`src/rtl/core/frac_red_pkg.sv`:
```
// Shared widths, payload structs and control/status structs for the fraction reducer.
package frac_red_pkg;

    localparam int VALUE_WIDTH = 32;
    localparam int FIELD_WIDTH = 32;
    localparam int SHIFT_WIDTH = $clog2(VALUE_WIDTH + 1);
    localparam int CNT_WIDTH   = $clog2(VALUE_WIDTH);

    typedef logic [VALUE_WIDTH-1:0] value_t;
    typedef logic [FIELD_WIDTH-1:0] field_t;
    typedef logic [SHIFT_WIDTH-1:0] shift_t;
    typedef logic [CNT_WIDTH-1:0]   count_t;

    typedef struct packed {
        field_t numerator_in;
        field_t denominator_in;
    } in_t;

    typedef struct packed {
        field_t numerator_out;
        field_t denominator_out;
    } out_t;

    typedef struct packed {
        logic load;
        logic gcd_step;
        logic div_start;
        logic div_step;
        logic commit;
    } cmd_t;

    typedef struct packed {
        logic bypass;
        logic gcd_done;
    } status_t;

    function automatic value_t to_value(input field_t f);
        logic [63:0] wide;
        wide = 64'(f);
        return wide[VALUE_WIDTH-1:0];
    endfunction

    function automatic field_t to_field(input value_t v);
        logic [63:0] wide;
        wide = 64'(v);
        return wide[FIELD_WIDTH-1:0];
    endfunction

endpackage

```
`src/rtl/core/frac_red_dp.sv`:
```
// Datapath: binary GCD unit, two restoring dividers and the result register.
module frac_red_dp (
    input  logic                   aclk,
    input  logic                   aresetn,
    input  frac_red_pkg::in_t      s_data,
    input  frac_red_pkg::cmd_t     cmd,
    output frac_red_pkg::status_t  status,
    output frac_red_pkg::out_t     m_data
);

    typedef struct packed {
        frac_red_pkg::value_t rem;
        frac_red_pkg::value_t quo;
    } div_t;

    // One restoring step: dividend bits shift out of quo, quotient bits shift in.
    function automatic div_t div_iter(input frac_red_pkg::value_t rem,
                                      input frac_red_pkg::value_t quo,
                                      input frac_red_pkg::value_t dvs);
        logic [frac_red_pkg::VALUE_WIDTH:0] shifted;
        logic [frac_red_pkg::VALUE_WIDTH:0] diff;
        div_t                               res;
        shifted = {rem, quo[frac_red_pkg::VALUE_WIDTH-1]};
        diff    = shifted - {1'b0, dvs};
        if (!diff[frac_red_pkg::VALUE_WIDTH]) begin
            res.rem = diff[frac_red_pkg::VALUE_WIDTH-1:0];
            res.quo = {quo[frac_red_pkg::VALUE_WIDTH-2:0], 1'b1};
        end else begin
            res.rem = shifted[frac_red_pkg::VALUE_WIDTH-1:0];
            res.quo = {quo[frac_red_pkg::VALUE_WIDTH-2:0], 1'b0};
        end
        return res;
    endfunction

    frac_red_pkg::value_t a_reg, a_next;
    frac_red_pkg::value_t b_reg, b_next;
    frac_red_pkg::shift_t k_reg, k_next;
    frac_red_pkg::value_t g_reg, g_next;
    frac_red_pkg::value_t nq_reg, nq_next;
    frac_red_pkg::value_t nr_reg, nr_next;
    frac_red_pkg::value_t dq_reg, dq_next;
    frac_red_pkg::value_t dr_reg, dr_next;
    logic                 bypass_reg, bypass_next;
    frac_red_pkg::out_t   out_reg, out_next;

    frac_red_pkg::value_t num_in, den_in;
    div_t                 num_div, den_div;

    assign num_in = frac_red_pkg::to_value(s_data.numerator_in);
    assign den_in = frac_red_pkg::to_value(s_data.denominator_in);

    assign num_div = div_iter(nr_reg, nq_reg, g_reg);
    assign den_div = div_iter(dr_reg, dq_reg, g_reg);

    assign status.bypass   = bypass_reg;
    assign status.gcd_done = (a_reg == '0);
    assign m_data          = out_reg;

    always_comb begin
        a_next      = a_reg;
        b_next      = b_reg;
        k_next      = k_reg;
        g_next      = g_reg;
        nq_next     = nq_reg;
        nr_next     = nr_reg;
        dq_next     = dq_reg;
        dr_next     = dr_reg;
        bypass_next = bypass_reg;
        out_next    = out_reg;

        if (cmd.load) begin
            a_next      = num_in;
            b_next      = den_in;
            k_next      = '0;
            nq_next     = num_in;
            dq_next     = den_in;
            bypass_next = (den_in < frac_red_pkg::value_t'(2));
        end

        if (cmd.gcd_step) begin
            if (!a_reg[0] && !b_reg[0]) begin
                a_next = a_reg >> 1;
                b_next = b_reg >> 1;
                k_next = k_reg + frac_red_pkg::shift_t'(1);
            end else if (!a_reg[0]) begin
                a_next = a_reg >> 1;
            end else if (!b_reg[0]) begin
                b_next = b_reg >> 1;
            end else if (a_reg >= b_reg) begin
                a_next = a_reg - b_reg;
            end else begin
                b_next = b_reg - a_reg;
            end
        end

        if (cmd.div_start) begin
            g_next  = b_reg << k_reg;
            nr_next = '0;
            dr_next = '0;
        end

        if (cmd.div_step) begin
            nr_next = num_div.rem;
            nq_next = num_div.quo;
            dr_next = den_div.rem;
            dq_next = den_div.quo;
        end

        if (cmd.commit) begin
            out_next.numerator_out   = frac_red_pkg::to_field(nq_reg);
            out_next.denominator_out = frac_red_pkg::to_field(dq_reg);
        end
    end

    always_ff @(posedge aclk) begin
        a_reg   <= a_next;
        b_reg   <= b_next;
        k_reg   <= k_next;
        g_reg   <= g_next;
        nq_reg  <= nq_next;
        nr_reg  <= nr_next;
        dq_reg  <= dq_next;
        dr_reg  <= dr_next;
        out_reg <= out_next;
        if (!aresetn) begin
            bypass_reg <= 1'b0;
        end else begin
            bypass_reg <= bypass_next;
        end
    end

    // odd b never drops to zero through a GCD step
    assert property (@(posedge aclk) disable iff (!aresetn)
        (cmd.gcd_step && !bypass_reg) |=> (b_reg != '0))
        else $error("GCD step cleared b");

    assert property (@(posedge aclk) disable iff (!aresetn)
        cmd.div_start |=> (g_reg != '0))
        else $error("zero divisor loaded");

endmodule

```
`src/rtl/core/frac_red_ctrl.sv`:
```
// Controller: sequences load, GCD, division and result commit.
module frac_red_ctrl (
    input  logic                   aclk,
    input  logic                   aresetn,
    input  logic                   s_valid,
    output logic                   s_ready,
    output logic                   m_valid,
    input  logic                   m_ready,
    input  frac_red_pkg::status_t  status,
    output frac_red_pkg::cmd_t     cmd
);

    typedef enum logic [1:0] {
        ST_IDLE,
        ST_GCD,
        ST_DIV,
        ST_HOLD
    } state_t;

    state_t               state_reg, state_next;
    frac_red_pkg::count_t cnt_reg, cnt_next;
    logic                 valid_reg, valid_next;
    logic                 out_free;

    assign out_free = !valid_reg || m_ready;
    assign s_ready  = (state_reg == ST_IDLE);
    assign m_valid  = valid_reg;

    always_comb begin
        state_next = state_reg;
        cnt_next   = cnt_reg;
        cmd        = '0;

        unique case (state_reg)
            ST_IDLE: begin
                if (s_valid) begin
                    cmd.load   = 1'b1;
                    state_next = ST_GCD;
                end
            end
            ST_GCD: begin
                if (status.bypass) begin
                    state_next = ST_HOLD;
                end else if (status.gcd_done) begin
                    cmd.div_start = 1'b1;
                    cnt_next      = frac_red_pkg::count_t'(frac_red_pkg::VALUE_WIDTH - 1);
                    state_next    = ST_DIV;
                end else begin
                    cmd.gcd_step = 1'b1;
                end
            end
            ST_DIV: begin
                cmd.div_step = 1'b1;
                if (cnt_reg == '0) begin
                    state_next = ST_HOLD;
                end else begin
                    cnt_next = cnt_reg - frac_red_pkg::count_t'(1);
                end
            end
            ST_HOLD: begin
                if (out_free) begin
                    cmd.commit = 1'b1;
                    state_next = ST_IDLE;
                end
            end
            default: begin
                state_next = ST_IDLE;
            end
        endcase

        if (cmd.commit) begin
            valid_next = 1'b1;
        end else if (m_ready) begin
            valid_next = 1'b0;
        end else begin
            valid_next = valid_reg;
        end
    end

    always_ff @(posedge aclk) begin
        if (!aresetn) begin
            state_reg <= ST_IDLE;
            cnt_reg   <= '0;
            valid_reg <= 1'b0;
        end else begin
            state_reg <= state_next;
            cnt_reg   <= cnt_next;
            valid_reg <= valid_next;
        end
    end

    // a pending result is never overwritten
    assert property (@(posedge aclk) disable iff (!aresetn)
        cmd.commit |-> (!valid_reg || m_ready))
        else $error("result register overwritten");

    assert property (@(posedge aclk) disable iff (!aresetn)
        (state_reg == ST_DIV && cnt_reg != '0) |=> (state_reg == ST_DIV))
        else $error("division left early");

    assert property (@(posedge aclk) disable iff (!aresetn)
        cmd.load |=> (state_reg == ST_GCD && !s_ready))
        else $error("load did not start GCD");

endmodule

```
`src/rtl/core/fraction_reducer_unit.sv`:
```
// Fraction reducer top level: binary GCD then two parallel restoring divisions.
// Sequence: load, binary GCD steps (one per cycle), restoring division steps and commit.
// Denominator 0 or 1 skips GCD and division. One transaction at a time, set by the
// single subtract/shift GCD unit; a result may wait while the next is taken.
// Reset is synchronous, active low, and clears the controller and output valid.
module fraction_reducer_unit (
    input  logic                aclk,
    input  logic                aresetn,
    input  logic                s_valid,
    output logic                s_ready,
    input  frac_red_pkg::in_t   s_data,
    output logic                m_valid,
    input  logic                m_ready,
    output frac_red_pkg::out_t  m_data
);

    frac_red_pkg::cmd_t    cmd;
    frac_red_pkg::status_t status;

    frac_red_ctrl u_ctrl (
        .aclk    (aclk),
        .aresetn (aresetn),
        .s_valid (s_valid),
        .s_ready (s_ready),
        .m_valid (m_valid),
        .m_ready (m_ready),
        .status  (status),
        .cmd     (cmd)
    );

    frac_red_dp u_dp (
        .aclk    (aclk),
        .aresetn (aresetn),
        .s_data  (s_data),
        .cmd     (cmd),
        .status  (status),
        .m_data  (m_data)
    );

endmodule
```
`config.mk`:
```
export PLATFORM = sky130hd
export DESIGN_NAME = fraction_reducer_unit
export DESIGN_NICKNAME = d
export VERILOG_FILES = /design/src/rtl/core/frac_red_pkg.sv /design/src/rtl/core/frac_red_dp.sv /design/src/rtl/core/frac_red_ctrl.sv /design/src/rtl/core/fraction_reducer_unit.sv
export SDC_FILE = /design/constraint.sdc
export NUM_CORES = 1
export LEC_CHECK = 0
export ABC_AREA = 1
export BUFFER_PORTS_ARGS = -buffer_cell sky130_fd_sc_hd__buf_2
export CELL_PAD_IN_SITES_DETAIL_PLACEMENT = 1
export CELL_PAD_IN_SITES_GLOBAL_PLACEMENT = 1
export CORE_MARGIN = 4
export CORE_UTILIZATION = 40
export DETAILED_ROUTE_END_ITERATION = 7
export PLACE_DENSITY_LB_ADDON = 0.1
export RECOVER_POWER = 50
export SLEW_MARGIN = 20
export SYNTH_ARGS = -nofsm -noshare
export SYNTH_HDL_FRONTEND = slang
export SYNTH_HIERARCHICAL = 1
export SYNTH_SLANG_ARGS = --single-unit
```
`constraint.sdc`:
```
create_clock -name aclk -period 9.2 [get_ports aclk]
set_input_delay 0 -clock aclk [delete_from_list [all_inputs] [get_ports aclk]]
set_output_delay 0 -clock aclk [all_outputs]
set_load 0.02 [all_outputs]
```
Yosys cells after proc, flatten, opt, wreduce, memory -nomap -nowiden. Index checks and enable logic that the tools add are counted.

Output and inout bits: 66. Logic and storage cells: 92. Register bits: 303. Input bits: 68.

Eq/ne operators: 10. Add/subtract/negate cells: 6. Shifts and indexed selects: 1. Multiplexer cells: 45. $lt $le $gt $ge: 2. Reductions and logical operators: 14.

Operators by type and width (count): two-way mux 32 bit (19); two-way mux 64 bit (2); subtractor 33 x 32 -> 33 bit (2); subtractor 32 bit (2); >= comparator 32 bit (1); logical NOT 32 bit (1); < comparator 32 x 2 -> 1 bit, second input constant (1); left shift 32 x 6 -> 32 bit (1); two-way mux 6 bit (3); two-way mux 5 bit (3); two-way mux 2 bit (7); case mux 5 bit (2 select lines) (1); two-way mux 1 bit (9); inequality test 2 bit, second input constant (4); case mux 2 bit (4 select lines) (1); AND reduction 4 bit (2); nonzero test 2 bit (4); adder 6 x 1 -> 6 bit, second input constant (1); logical NOT 5 bit (1); subtractor 5 x 1 -> 5 bit, second input constant (1); == test 2 bit, second input constant (2); inequality test 2 x 1 -> 1 bit, second input constant (2); logical NOT 1 bit (3); inequality test 3 x 2 -> 1 bit, second input constant (1); other kinds (4) (4).

Longest topological paths before layout. Gate-level depths: netlist of run 1.

Depth after elaboration: 8. Gate-level depth with buffers: 20. Depth with buffers taken out: 18.

Hierarchy. The synthesis of run 1 kept the hierarchy.

By module, submodules not included: frac_red_dp (area an instance 24245.8 um^2, instances 1, cells an instance 3642); frac_red_ctrl (area an instance 584.3 um^2, instances 1, cells an instance 87).

Worst setup path before layout of run 1. Ideal clock, no wire load.

Kind: reg2reg. From: register u_dp.a_reg[0]. To: register u_dp.dr_reg[0], enable pin. Path slack: 4.248 ns. Arrival: 4.558 ns. Setup time: 0.394 ns. Buffers on the path: 1. Data required time: 8.806 ns. Stages on the path, launching flop included: 8. Path through: dfxtp_1 -> clkbuf_1 -> nor4_1 -> nand4_1 -> nor2_1 -> inv_1 -> nor3_1 -> or2_2.

RTL lines: start: declaration (RTL line frac_red_dp.sv:35) `frac_red_pkg::value_t a_reg, a_next;`; start signal: assignment (RTL line frac_red_dp.sv:116) `a_reg <= a_next;`; end signal: assignment (RTL line frac_red_dp.sv:123) `dr_reg <= dr_next;`; end: declaration (RTL line frac_red_dp.sv:42) `frac_red_pkg::value_t dr_reg, dr_next;`.

==> results.py, run 1 <==
metrics = {
    "routing": {
        "drtPass1Iterations": 5,
        "avgRoutedWirePerCell_um": 23.0,
        "vias": 25930,
        "detail_route.drc_violations": 0,
        "drt_iter0_drcs": 2424,
        "routed_wirelength_um": 108000,
        "mean_number_of_vias_per_cell": 5.50,
        "final_antenna_net_count": 0,
    },
    "worst_setup_path": {
        "worst_r2r_startpoint": "u_ctrl/state_reg[0]",
        "critical_path.cell_chain": "inv_1, ha_1, clkbuf_1, o21ai_0",
        "critical-path-top-delay-family": "buffers and inverters",
        "worst_path_max_delay_cell": "clkbuf_1",
        "endpoint_type_of_the_worst_setup_path": "register",
        "critical_path.max_stage_delay_ns": 2.83,
        "required_ns": 9.29,
        "regToRegSetupSlack_ns": 3.60,
        "timing.critical_path.buf_inv": 2,
        "critical_path.max_fanout": 98,
        "r2r_end": "u_dp/nq_reg[11]",
        "crit_path_start_kind": "register",
        "path_class": "register to register",
        "worst_reg2reg_path_depth": 4,
        "critical_path_arrival_ns": 5.69,
    },
    "cts": {
        "largest_buffer_count_on_any_clock_path": 3,
        "clock_insertion_delay_worst_skew_ns": 0.57,
        "post_cts_buffers": 0,
        "numCtsBuffers": 39,
        "cts_resized": 0,
        "cts_tree": "done",
        "clock_sinks": 303,
        "cts-htree-levels": 2,
        "clk_pin_slew_worst_paths_ns": 0.06,
        "clock_tree.root_cell": "clkbuf_16",
    },
    "yosys": {
        "synth-async-reset-ratio": 0,
        "synth_seq_cells": 303,
        "post_synth_inst_count": 3729,
        "synth_seq_area_share": 0.335,
        "ys_warn_count": 6,
        "synth_cell_type_count": 60,
        "synth_enable_flop_cells": 224,
        "avgSynthCellArea_um2": 6.66,
        "post_synth_instance_area_um2": 24800,
        "synth-main-ff-cell": "edfxtp_1",
        "synth_fp_nets": 3936,
    },
    "final_layout": {
        "final_cell_mix": "nand2_1 (1282), inv_1 (527), nor2_1 (324)",
        "layout.cells.most_common": "nand2_1",
        "filler_cell_count": 8147,
        "area_growth_pct": 11.7,
        "drive_above_1_share": 0.0503,
        "finish.instance_area_um2": 27700,
        "largest_reg_flops": 64,
        "num-nets-final": 4052,
    },
    "timing": {
        "fin_crit_ns": 5.60,
        "finalSetupTns_ns": 0,
        "setup-violations-final": 0,
        "fmax_mhz": 179,
        "number_of_pins_with_negative_max_slew_slack_in_the_final_report": 269,
        "finalClockSkew_ns": 0.0117,
        "fin_crit_sh": 0.608,
        "timing.max_slew.rel_slack": -1.65,
        "finalHoldViolCount": 0,
        "rsz_0062_raised_after_global_routing": "no",
        "worst-slew-pin-transition_ns": 3.97,
    },
    "global_route": {
        "pin_count_of_the_biggest_net_entering_global_routing": 99,
        "grt_antenna_before_repair": 12,
        "vias_in_the_first_global_route": 26261,
        "grt.total_usage": 0.319,
        "grt_first_pass_wirelength_um": 162000,
        "grt-ovfl-total": 0,
    },
    "placed_design": {
        "detailed_place_hpwl_um": 85500,
        "place.port_buffers": 133,
        "placed_cell_area_um2": 25900,
        "final_wtd_congestion": 0.992,
    },
    "hold_path": {
        "min_from": "s_data[50]",
        "hp-class": "primary input to register",
        "hold-path-cell-count": 3,
        "min_delay_worst_endpoint": "u_dp/nq_reg[18]",
    },
    "die": {
        "die-area_um2": 66100,
        "initial_cell_density_of_the_core": 0.403,
        "row_count": 91,
        "top_level_ports": 134,
        "die-height_um": 257,
        "die_width_um": 257,
        "core_um2": 61600,
    },
    "power": {
        "power.density_nw_per_um2": 395,
        "maximum_vdd_drop_v": 0.000226,
        "internal_dissipation_uw": 4870,
        "power.combinational.fraction": 0.629,
        "power.clock.fraction": 0.142,
        "power.static_leakage_uw": 0.0134,
        "power.net_switching_uw": 6080,
        "share_seq_of_total_power": 0.229,
        "swShare": 0.556,
    },
    "run_status": {
        "status": "finished, violations left",
        "failed_checks": "capacitance limit, slew limit",
    },
    "flow_run": {
        "drv_cap": 5,
    },
}
[cells in the mapped netlist (7+ instances only)]
master | count | share of area
nand2_1 | 1282 | 0.19
inv_1 | 528 | 0.080
nor2_1 | 325 | 0.049
o21ai_0 | 260 | 0.052
edfxtp_1 | 224 | 0.27
nand3_1 | 222 | 0.045
a21oi_1 | 186 | 0.037
ha_1 | 135 | 0.068
dfxtp_1 | 79 | 0.064
clkbuf_1 | 69 | 0.010
xor2_1 | 57 | 0.020
a22oi_1 | 31 | 0.0094
nand4_1 | 30 | 0.0076
a21boi_1 | 26 | 0.0079
buf_2 | 23 | 0.0046
o21bai_1 | 20 | 0.0060
xnor2_1 | 19 | 0.0067
nor4_1 | 18 | 0.0045
a21o_1 | 12 | 0.0036
nor3_1 | 12 | 0.0024
nand2_2 | 11 | 0.0028
a31oi_1 | 10 | 0.0025
buf_1 | 10 | 0.0015
buf_6 | 10 | 0.0045
nand3b_1 | 10 | 0.0030
clkbuf_2 | 9 | 0.0018
mux2i_1 | 9 | 0.0036
inv_2 | 8 | 0.0012
buf_4 | 7 | 0.0021
clkbuf_8 | 7 | 0.0039
[cell families after synthesis]
logic type	after synthesis	share of synthesized area
simple gates	1939	0.319
buf+inv	681	0.113
compound gates	582	0.132
flops	303	0.335
fa+ha+maj	139	0.0713
xor+xnor	76	0.0268
mux	9	0.00363
[power by group through the flow]
stage / Sequential, µW / Combinational [µW] / Clock, µW
floorplan: 2320 / 4500 / 0
global placement: 2480 / 6430 / 0
detailed placement: 2510 / 6600 / 0
CTS: 2480 / 6680 / 1590
global route: 2550 / 7520 / 1640
finish: 2510 / 6880 / 1550
[layout make-up]
type                    instances  area [µm²]  share of cell area
flip-flops and latches        303        8310               0.300
diodes                          1        2.50           0.0000902
clock inverters                19         171             0.00618
repair buffers                215        1370              0.0493
multi-input cells            2745       13700               0.495
clock buffers                  53        1090              0.0393
well taps                     837        1050              0.0378
inverters                     541        2030              0.0733
[worst reg2reg max path, cell delays in order, from the launching register on]
cell	delay [ns]
dfxtp_1	0.36
inv_1	0.15
ha_1	0.87
clkbuf_1	2.84
o21ai_0	0.91
[how the worst max path moves through the flow]
stage,from,to,cells after the start
detailed placement,u_dp/a_reg[7],u_dp/nr_reg[20],8
floorplan,u_dp/a_reg[0],u_dp/dr_reg[0],7
CTS,u_dp/a_reg[7],u_dp/nr_reg[19],8
global placement,u_dp/a_reg[7],u_dp/nr_reg[22],8
finish,u_ctrl/state_reg[0],u_dp/nq_reg[11],4
global route,u_ctrl/state_reg[0],u_dp/nq_reg[26],5
[metal layers]
metal | up-vias | track usage | part of all wire
met5 | - | 0.0124 | 0.0013
met4 | 8 | 0.0762 | 0.025
met3 | 148 | 0.0780 | 0.094
met2 | 965 | 0.473 | 0.42
met1 | 12628 | 0.467 | 0.46
li1 | 12181 | - | -
[what timing repair did]
action | CTS | global route
endpoints found under the hold margin | 109 | 0
setup endpoints to repair | 0 | 0
hold buffers | 65 | 0
[stage by stage]
step | setup WS, ns | hold WS [ns] | utilization | total power (µW) | cells
2_1_floorplan | 4.25 | 0.112 | - | 6820 | 3729
3_3_place_gp | 5.56 | 0.339 | 0.421 | 8910 | 4575
4_1_cts | 5.47 | 0.0134 | 0.452 | 10700 | 4712
5_1_grt | 3.03 | 0.102 | 0.450 | 11700 | 4714
6_report | 3.60 | 0.0552 | 0.450 | 10900 | 4714
3_5_place_dp | 5.47 | 0.339 | 0.421 | 9110 | 4575
No activity file was read; power rests on OpenSTA's default activity.
==> run 2, diff against run 1 <==
--- a/config.mk
+++ b/config.mk
@@ -5,7 +5,7 @@
 export SDC_FILE = /design/constraint.sdc
 export NUM_CORES = 1
 export LEC_CHECK = 0
-export ABC_AREA = 1
+export ABC_AREA = 0
 export BUFFER_PORTS_ARGS = -buffer_cell sky130_fd_sc_hd__buf_2
 export CELL_PAD_IN_SITES_DETAIL_PLACEMENT = 1
 export CELL_PAD_IN_SITES_GLOBAL_PLACEMENT = 1
==> constraint.sdc (replaced) <==
create_clock -name aclk -period 5.5 [get_ports aclk]
set_input_delay 0 -clock aclk [delete_from_list [all_inputs] [get_ports aclk]]
set_output_delay 0 -clock aclk [all_outputs]
set_load 0.02 [all_outputs]
==> run 2 against run 1 <==
  * The run still ends with capacitance limit, slew limit left
  * Hold slack better by 0.21 ns
  * Setup slack worse by 2.3 ns
  * Non-clock buffer count is 15 higher
  * Sequential power is 69% higher
  * Highest routed layer is now met4
  * Area after synthesis is 14% lower
==> results.py, run 2 <==
metrics = {
    "power": {
        "internal_dissipation_uw": 8490,
        "maximum_vdd_drop_v": 0.000291,
        "power.static_leakage_uw": 0.00973,
        "power.clock.fraction": 0.151,
        "power.density_nw_per_um2": 668,
        "power.combinational.fraction": 0.588,
        "share_seq_of_total_power": 0.260,
        "swShare": 0.479,
        "power.net_switching_uw": 7800,
    },
    "timing": {
        "fin_crit_sh": 0.771,
        "timing.max_slew.rel_slack": -1.73,
        "finalHoldViolCount": 0,
        "fmax_mhz": 236,
        "rsz_0062_raised_after_global_routing": "no",
        "finalClockSkew_ns": 0.0202,
        "worst-slew-pin-transition_ns": 4.09,
        "setup-violations-final": 0,
        "number_of_pins_with_negative_max_slew_slack_in_the_final_report": 216,
        "finalSetupTns_ns": 0,
        "fin_crit_ns": 4.24,
    },
    "yosys": {
        "synth-async-reset-ratio": 0,
        "post_synth_inst_count": 2230,
        "synth_top_cell_area_share": 0.315,
        "avgSynthCellArea_um2": 9.57,
        "synth_seq_area_share": 0.389,
        "synth_cell_type_count": 91,
        "synth_fp_nets": 2437,
        "synth_largest_area_cell": "edfxtp_1",
        "commonest_cells_post_synth": "edfxtp_1 (224), nor2_1 (193), a21oi_1 (182)",
        "synth_seq_cells": 303,
        "synth-main-ff-cell": "edfxtp_1",
        "post_synth_instance_area_um2": 21300,
        "largest_cells_by_area_after_synthesis": "edfxtp_1 (32%), ha_1 (7.9%), dfxtp_1 (7.4%), mux2i_1 (5.5%), a21oi_1 (4.3%)",
        "synth_enable_flop_cells": 224,
        "synthMostInstantiatedCell": "edfxtp_1",
        "ys_warn_count": 6,
    },
    "die": {
        "row_count": 84,
        "die_width_um": 239,
        "core_um2": 52700,
        "initial_cell_density_of_the_core": 0.405,
        "die-area_um2": 57100,
        "top_level_ports": 134,
        "die-height_um": 239,
    },
    "routing": {
        "vias": 18049,
        "mean_number_of_vias_per_cell": 5.83,
        "final_antenna_net_count": 0,
        "drt_iter0_drcs": 1188,
        "routed_wirelength_um": 75500,
        "avgRoutedWirePerCell_um": 24.4,
        "detail_route.drc_violations": 0,
        "drtPass1Iterations": 5,
    },
    "final_layout": {
        "diode_count": 0,
        "largest_reg_flops": 64,
        "final_core_utilization": 0.463,
        "area_growth_pct": 14.3,
        "final_cell_mix": "edfxtp_1 (224), nor2_1 (193), a21oi_1 (181)",
        "layout.cells.most_common": "edfxtp_1",
        "drive_above_1_share": 0.114,
        "num-nets-final": 2586,
    },
    "cts": {
        "largest_buffer_count_on_any_clock_path": 3,
        "cts-htree-levels": 2,
        "clock_sinks": 303,
        "clk_pin_slew_worst_paths_ns": 0.06,
        "numCtsBuffers": 38,
        "cts_tree": "done",
        "post_cts_buffers": 0,
        "clock_insertion_delay_worst_skew_ns": 0.58,
        "clock_tree.root_cell": "clkbuf_16",
    },
    "global_route": {
        "grt_first_pass_wirelength_um": 115000,
        "grt_antenna_before_repair": 0,
        "grt.total_usage": 0.258,
        "pin_count_of_the_biggest_net_entering_global_routing": 65,
        "vias_in_the_first_global_route": 18907,
        "grt-ovfl-total": 0,
    },
    "hold_path": {
        "hp-class": "primary input to register",
    },
    "placed_design": {
        "place.port_buffers": 133,
        "final_wtd_congestion": 0.926,
        "detailed_place_hpwl_um": 57100,
    },
    "worst_setup_path": {
        "critical_path.cell_chain": "inv_1, ha_1, or2_1, buf_4",
        "worst_path_max_delay_cell": "or2_1",
        "required_ns": 5.73,
        "critical_path.max_fanout": 43,
        "critical-path-top-delay-family": "simple AND/OR/NAND/NOR gates",
        "timing.critical_path.buf_inv": 2,
        "crit_path_start_kind": "register",
        "path_class": "register to register",
        "critical_path_arrival_ns": 4.47,
        "endpoint_type_of_the_worst_setup_path": "register",
        "critical_path.max_stage_delay_ns": 1.81,
    },
    "run_status": {
        "failed_checks": "capacitance limit, slew limit",
        "status": "finished, violations left",
    },
    "flow_run": {
        "drv_cap": 4,
    },
}
run 2: cell count changes in the layout (fill, tap and decap cells not counted), sizes merged, moves of 25 or more:
cell	delta
mux2i	+109
o21ai	-101
o22ai	+32
xnor2	+41
mux2	+70
nor2b	+25
nand3	-208
a21o	+59
inv	-402
nor2	-140
nand2	-1149
run 2: final timing paths:
check | startpoint | end | slack, ns | depth (start not counted)
setup reg to reg | u_ctrl/state_reg[0] | u_dp/dq_reg[22] | 1.26 | 4
hold / removal | s_data[46] | u_dp/a_reg[14] | 0.27 | 4
setup / recovery | u_ctrl/state_reg[0] | u_dp/dq_reg[22] | 1.26 | 4
hold reg to reg | u_dp/dq_reg[25] | u_dp/m_data[25] | 0.44 | 0
run 2: what timing repair did:
action                                 CTS  global route
hold buffers                            67             0
endpoints found under the hold margin  122             0
resized for setup                        0             0
run 2: logic make-up after synthesis:
| group | Yosys count | share of synthesized area |
|---|---|---|
| flops | 303 | 0.389 |
| compound gates | 664 | 0.198 |
| mux | 212 | 0.118 |
| simple gates | 553 | 0.122 |
| fa+ha+maj | 139 | 0.0829 |
| xor+xnor | 99 | 0.0406 |
| buf+inv | 260 | 0.0492 |
run 2: routing by layer:
layer  wire, µm  GRT usage
met1      33200      0.337
met2      37500      0.455
met3       2690     0.0299
met4       2130     0.0736
met5          0          0
run 2: per-stage QoR:
stage | power, µW | setup slack (ns) | cells | hold slack, ns | instance area (µm²)
2_1_floorplan | 10700 | 2.04 | 2230 | 0.118 | 21300
4_1_cts | 16300 | 1.24 | 3095 | 0.238 | 24500
6_report | 16300 | 1.26 | 3095 | 0.265 | 24400
3_5_place_dp | 13700 | 1.25 | 2960 | 0.307 | 22600
5_1_grt | 17400 | 0.873 | 3095 | 0.295 | 24400
3_3_place_gp | 13500 | 1.39 | 2960 | 0.300 | 22600
run 2: cell type report:
cell class	count	area, µm²
Clock buffer	45	977
Clock inverter	23	225
Fill cell	5983	28300
Inverter	139	522
Multi-Input combinational cell	1667	12000
Sequential cell	303	8310
Tap cell	688	861
Timing Repair Buffer	230	1490
run 2: power by group through the flow:
stage	Clock, µW	Sequential (µW)	Combinational, µW
CTS	2540	4200	9520
detailed placement	0	4240	9430
floorplan	0	3910	6820
global placement	0	4210	9290
global route	2630	4320	10400
finish	2460	4240	9580
run 2: tightest hold or removal path, stage by stage:
cell	delay [ns]
dlygate4sd3_1	0.51
buf_2	0.10
mux2i_1	0.05
o21ai_0	0.12
==> run 3, diff against run 2 <==
==> constraint.sdc (replaced) <==
create_clock -name aclk -period 4.25 [get_ports aclk]
set_input_delay 0 -clock aclk [delete_from_list [all_inputs] [get_ports aclk]]
set_output_delay 0 -clock aclk [all_outputs]
set_load 0.02 [all_outputs]
==> run 3 against run 2 <==
  * The flow still finishes with violations (capacitance limit, slew limit)
  * Register-to-register slack worse by 1.0 ns
  * Non-clock buffer count is 27 higher
  * Maximum frequency rose by 5.6%
  * Critical path depth is 10 higher
  * Clock-buffer cell count is 6 higher
  * Via count rose by 1.4%
  * Sequential power increased by 29%
  * Setup slack worse by 1.0 ns
  * Hold slack improved by 0.019 ns
==> results.py, run 3 (synthesis gave the netlist of run 2 again) <==
metrics = {
    "run_status": {
        "status": "finished, violations left",
        "failed_checks": "capacitance limit, slew limit",
    },
    "global_route": {
        "pin_count_of_the_biggest_net_entering_global_routing": 65,
        "grt_first_pass_wirelength_um": 117000,
        "grt_antenna_before_repair": 0,
        "grt.total_usage": 0.262,
        "grt-ovfl-total": 0,
        "vias_in_the_first_global_route": 19039,
    },
    "timing": {
        "fmax_mhz": 249,
        "number_of_pins_with_negative_max_slew_slack_in_the_final_report": 143,
        "finalClockSkew_ns": 0.0186,
        "fin_crit_sh": 0.945,
        "rsz_0062_raised_after_global_routing": "no",
        "worst-slew-pin-transition_ns": 1.94,
        "timing.max_slew.rel_slack": -0.295,
        "finalHoldViolCount": 0,
        "setup-violations-final": 0,
        "setup_slack_ns": 0.233,
        "finalHoldWorstSlack_ns": 0.284,
        "fin_crit_ns": 4.02,
        "finalSetupTns_ns": 0,
    },
    "routing": {
        "final_antenna_net_count": 0,
        "drt_iter0_drcs": 1298,
        "vias": 18306,
        "avgRoutedWirePerCell_um": 24.5,
        "mean_number_of_vias_per_cell": 5.86,
        "drtPass1Iterations": 5,
        "detail_route.drc_violations": 0,
        "routed_wirelength_um": 76700,
    },
    "cts": {
        "clk_pin_slew_worst_paths_ns": 0.06,
        "cts_tree": "done",
        "cts-htree-levels": 2,
        "clock_insertion_delay_worst_skew_ns": 0.57,
        "numCtsBuffers": 39,
        "clock_sinks": 303,
        "largest_buffer_count_on_any_clock_path": 3,
        "clock_tree.root_cell": "clkbuf_16",
        "post_cts_buffers": 0,
    },
    "die": {
        "row_count": 84,
        "die-height_um": 239,
        "initial_cell_density_of_the_core": 0.405,
        "top_level_ports": 134,
        "die-area_um2": 57100,
        "die_width_um": 239,
        "core_um2": 52700,
    },
    "worst_setup_path": {
        "critical_path.cell_chain": "inv_1, ha_1, fa_1, nor2b_1, o31a_1, o311ai_1, o21ai_1, a211oi_2, o211ai_1, mux2_2, nor2_4, buf_12, or3b_2, a21oi_1",
        "critical_path.max_stage_delay_ns": 0.48,
        "critical_path_arrival_ns": 4.41,
        "worst_reg2reg_path_depth": 14,
        "path_class": "register to register",
        "worst_r2r_startpoint": "u_dp/nq_reg[31]",
        "regToRegSetupSlack_ns": 0.23,
        "endpoint_type_of_the_worst_setup_path": "register",
        "timing.critical_path.buf_inv": 2,
        "r2r_end": "u_dp/nr_reg[25]",
        "crit_path_start_kind": "register",
        "worst_path_max_delay_cell": "or3b_2",
        "critical-path-top-delay-family": "compound AO/OA/AOI/OAI gates",
        "required_ns": 4.65,
        "critical_path.max_fanout": 33,
    },
    "final_layout": {
        "largest_reg_flops": 64,
        "diode_count": 0,
        "layout.cells.most_common": "edfxtp_1",
        "drive_above_1_share": 0.129,
        "num-nets-final": 2614,
        "final_core_utilization": 0.469,
        "filler_cell_count": 5965,
        "final_cell_mix": "edfxtp_1 (224), nor2_1 (193), a21oi_1 (181)",
        "finish.cell_count_without_fillers": 3126,
        "area_growth_pct": 15.8,
    },
    "placed_design": {
        "place.port_buffers": 133,
        "dpl.cell_count": 2987,
        "detailed_place_hpwl_um": 58700,
        "detailedPlace.worstSlack_ns": 0.236,
        "final_wtd_congestion": 0.939,
    },
    "hold_path": {
        "min_delay_worst_endpoint": "u_ctrl/m_valid",
        "min_from": "m_ready",
        "hp-class": "primary input to register",
        "hold-path-cell-count": 5,
    },
    "power": {
        "power.static_leakage_uw": 0.00992,
        "maximum_vdd_drop_v": 0.000390,
        "power.density_nw_per_um2": 873,
    },
    "flow_run": {
        "drv_cap": 3,
    },
}
## run 3: cell types whose count changed in the layout (fill, tap and decap cells not counted), sizes merged
cell      change
clkbuf        +4
clkinvlp      -2
buf          +29
## run 3: worst max-delay path by stage
stage | end | depth (start not counted) | from | slack, ns
6_report | u_dp/nr_reg[25] | 14 | u_dp/nq_reg[31] | 0.23
3_3_place_gp | u_dp/nr_reg[30] | 12 | u_dp/nq_reg[31] | 0.25
4_1_cts | u_dp/nr_reg[30] | 12 | u_dp/nq_reg[31] | 0.22
3_5_place_dp | u_dp/nr_reg[30] | 12 | u_dp/nq_reg[31] | 0.24
2_1_floorplan | u_dp/a_reg[18] | 15 | u_dp/a_reg[0] | 0.79
5_1_grt | u_dp/nq_reg[0] | 12 | u_dp/nq_reg[31] | 0.02
## run 3: area by class of cell
cell class / count / area [µm²] / share of cell area
Clock buffer: 51 / 1070 / 0.0434
Clock inverter: 21 / 216 / 0.00877
Inverter: 139 / 522 / 0.0211
Multi-Input combinational cell: 1667 / 12000 / 0.485
Sequential cell: 303 / 8310 / 0.336
Tap cell: 688 / 861 / 0.0349
Timing Repair Buffer: 257 / 1730 / 0.0700
## run 3: what timing repair did
item	4_1_cts	5_1_grt
hold endpoints to repair	128	0
resized for setup	0	0
endpoints found under the setup margin	0	0
hold buffers	67	0
## run 3: worst reg2reg max path, delay by kind of cell (launching register included)
family,cells,cell delay (ns)
flops,1,0.42
fa+ha+maj,2,0.42
buf+inv,2,0.27
mux,1,0.38
compound gates,6,1.73
simple gates,3,0.62
## run 3: power by group
group	leakage [µW]	switching (µW)	internal, µW
Clock	0.000619	1380	1980
Sequential	0.00274	991	4460
Combinational	0.00656	7870	4890
## run 3: metal layers
metal	global-route usage	vias up	wire (µm)
met1	0.342	9176	33900
met4	0.0873	0	2570
met5	0	-	0
li1	-	8582	-
met3	0.0291	134	2660
met2	0.456	414	37500
## run 3: through the flow
| stage | total power (µW) | instance area [µm²] |
|---|---|---|
| 2_1_floorplan | 13900 | 21300 |
| 5_1_grt | 23000 | 24700 |
| 3_5_place_dp | 18000 | 22800 |
| 4_1_cts | 21500 | 24800 |
| 3_3_place_gp | 17800 | 22800 |
| 6_report | 21600 | 24700 |
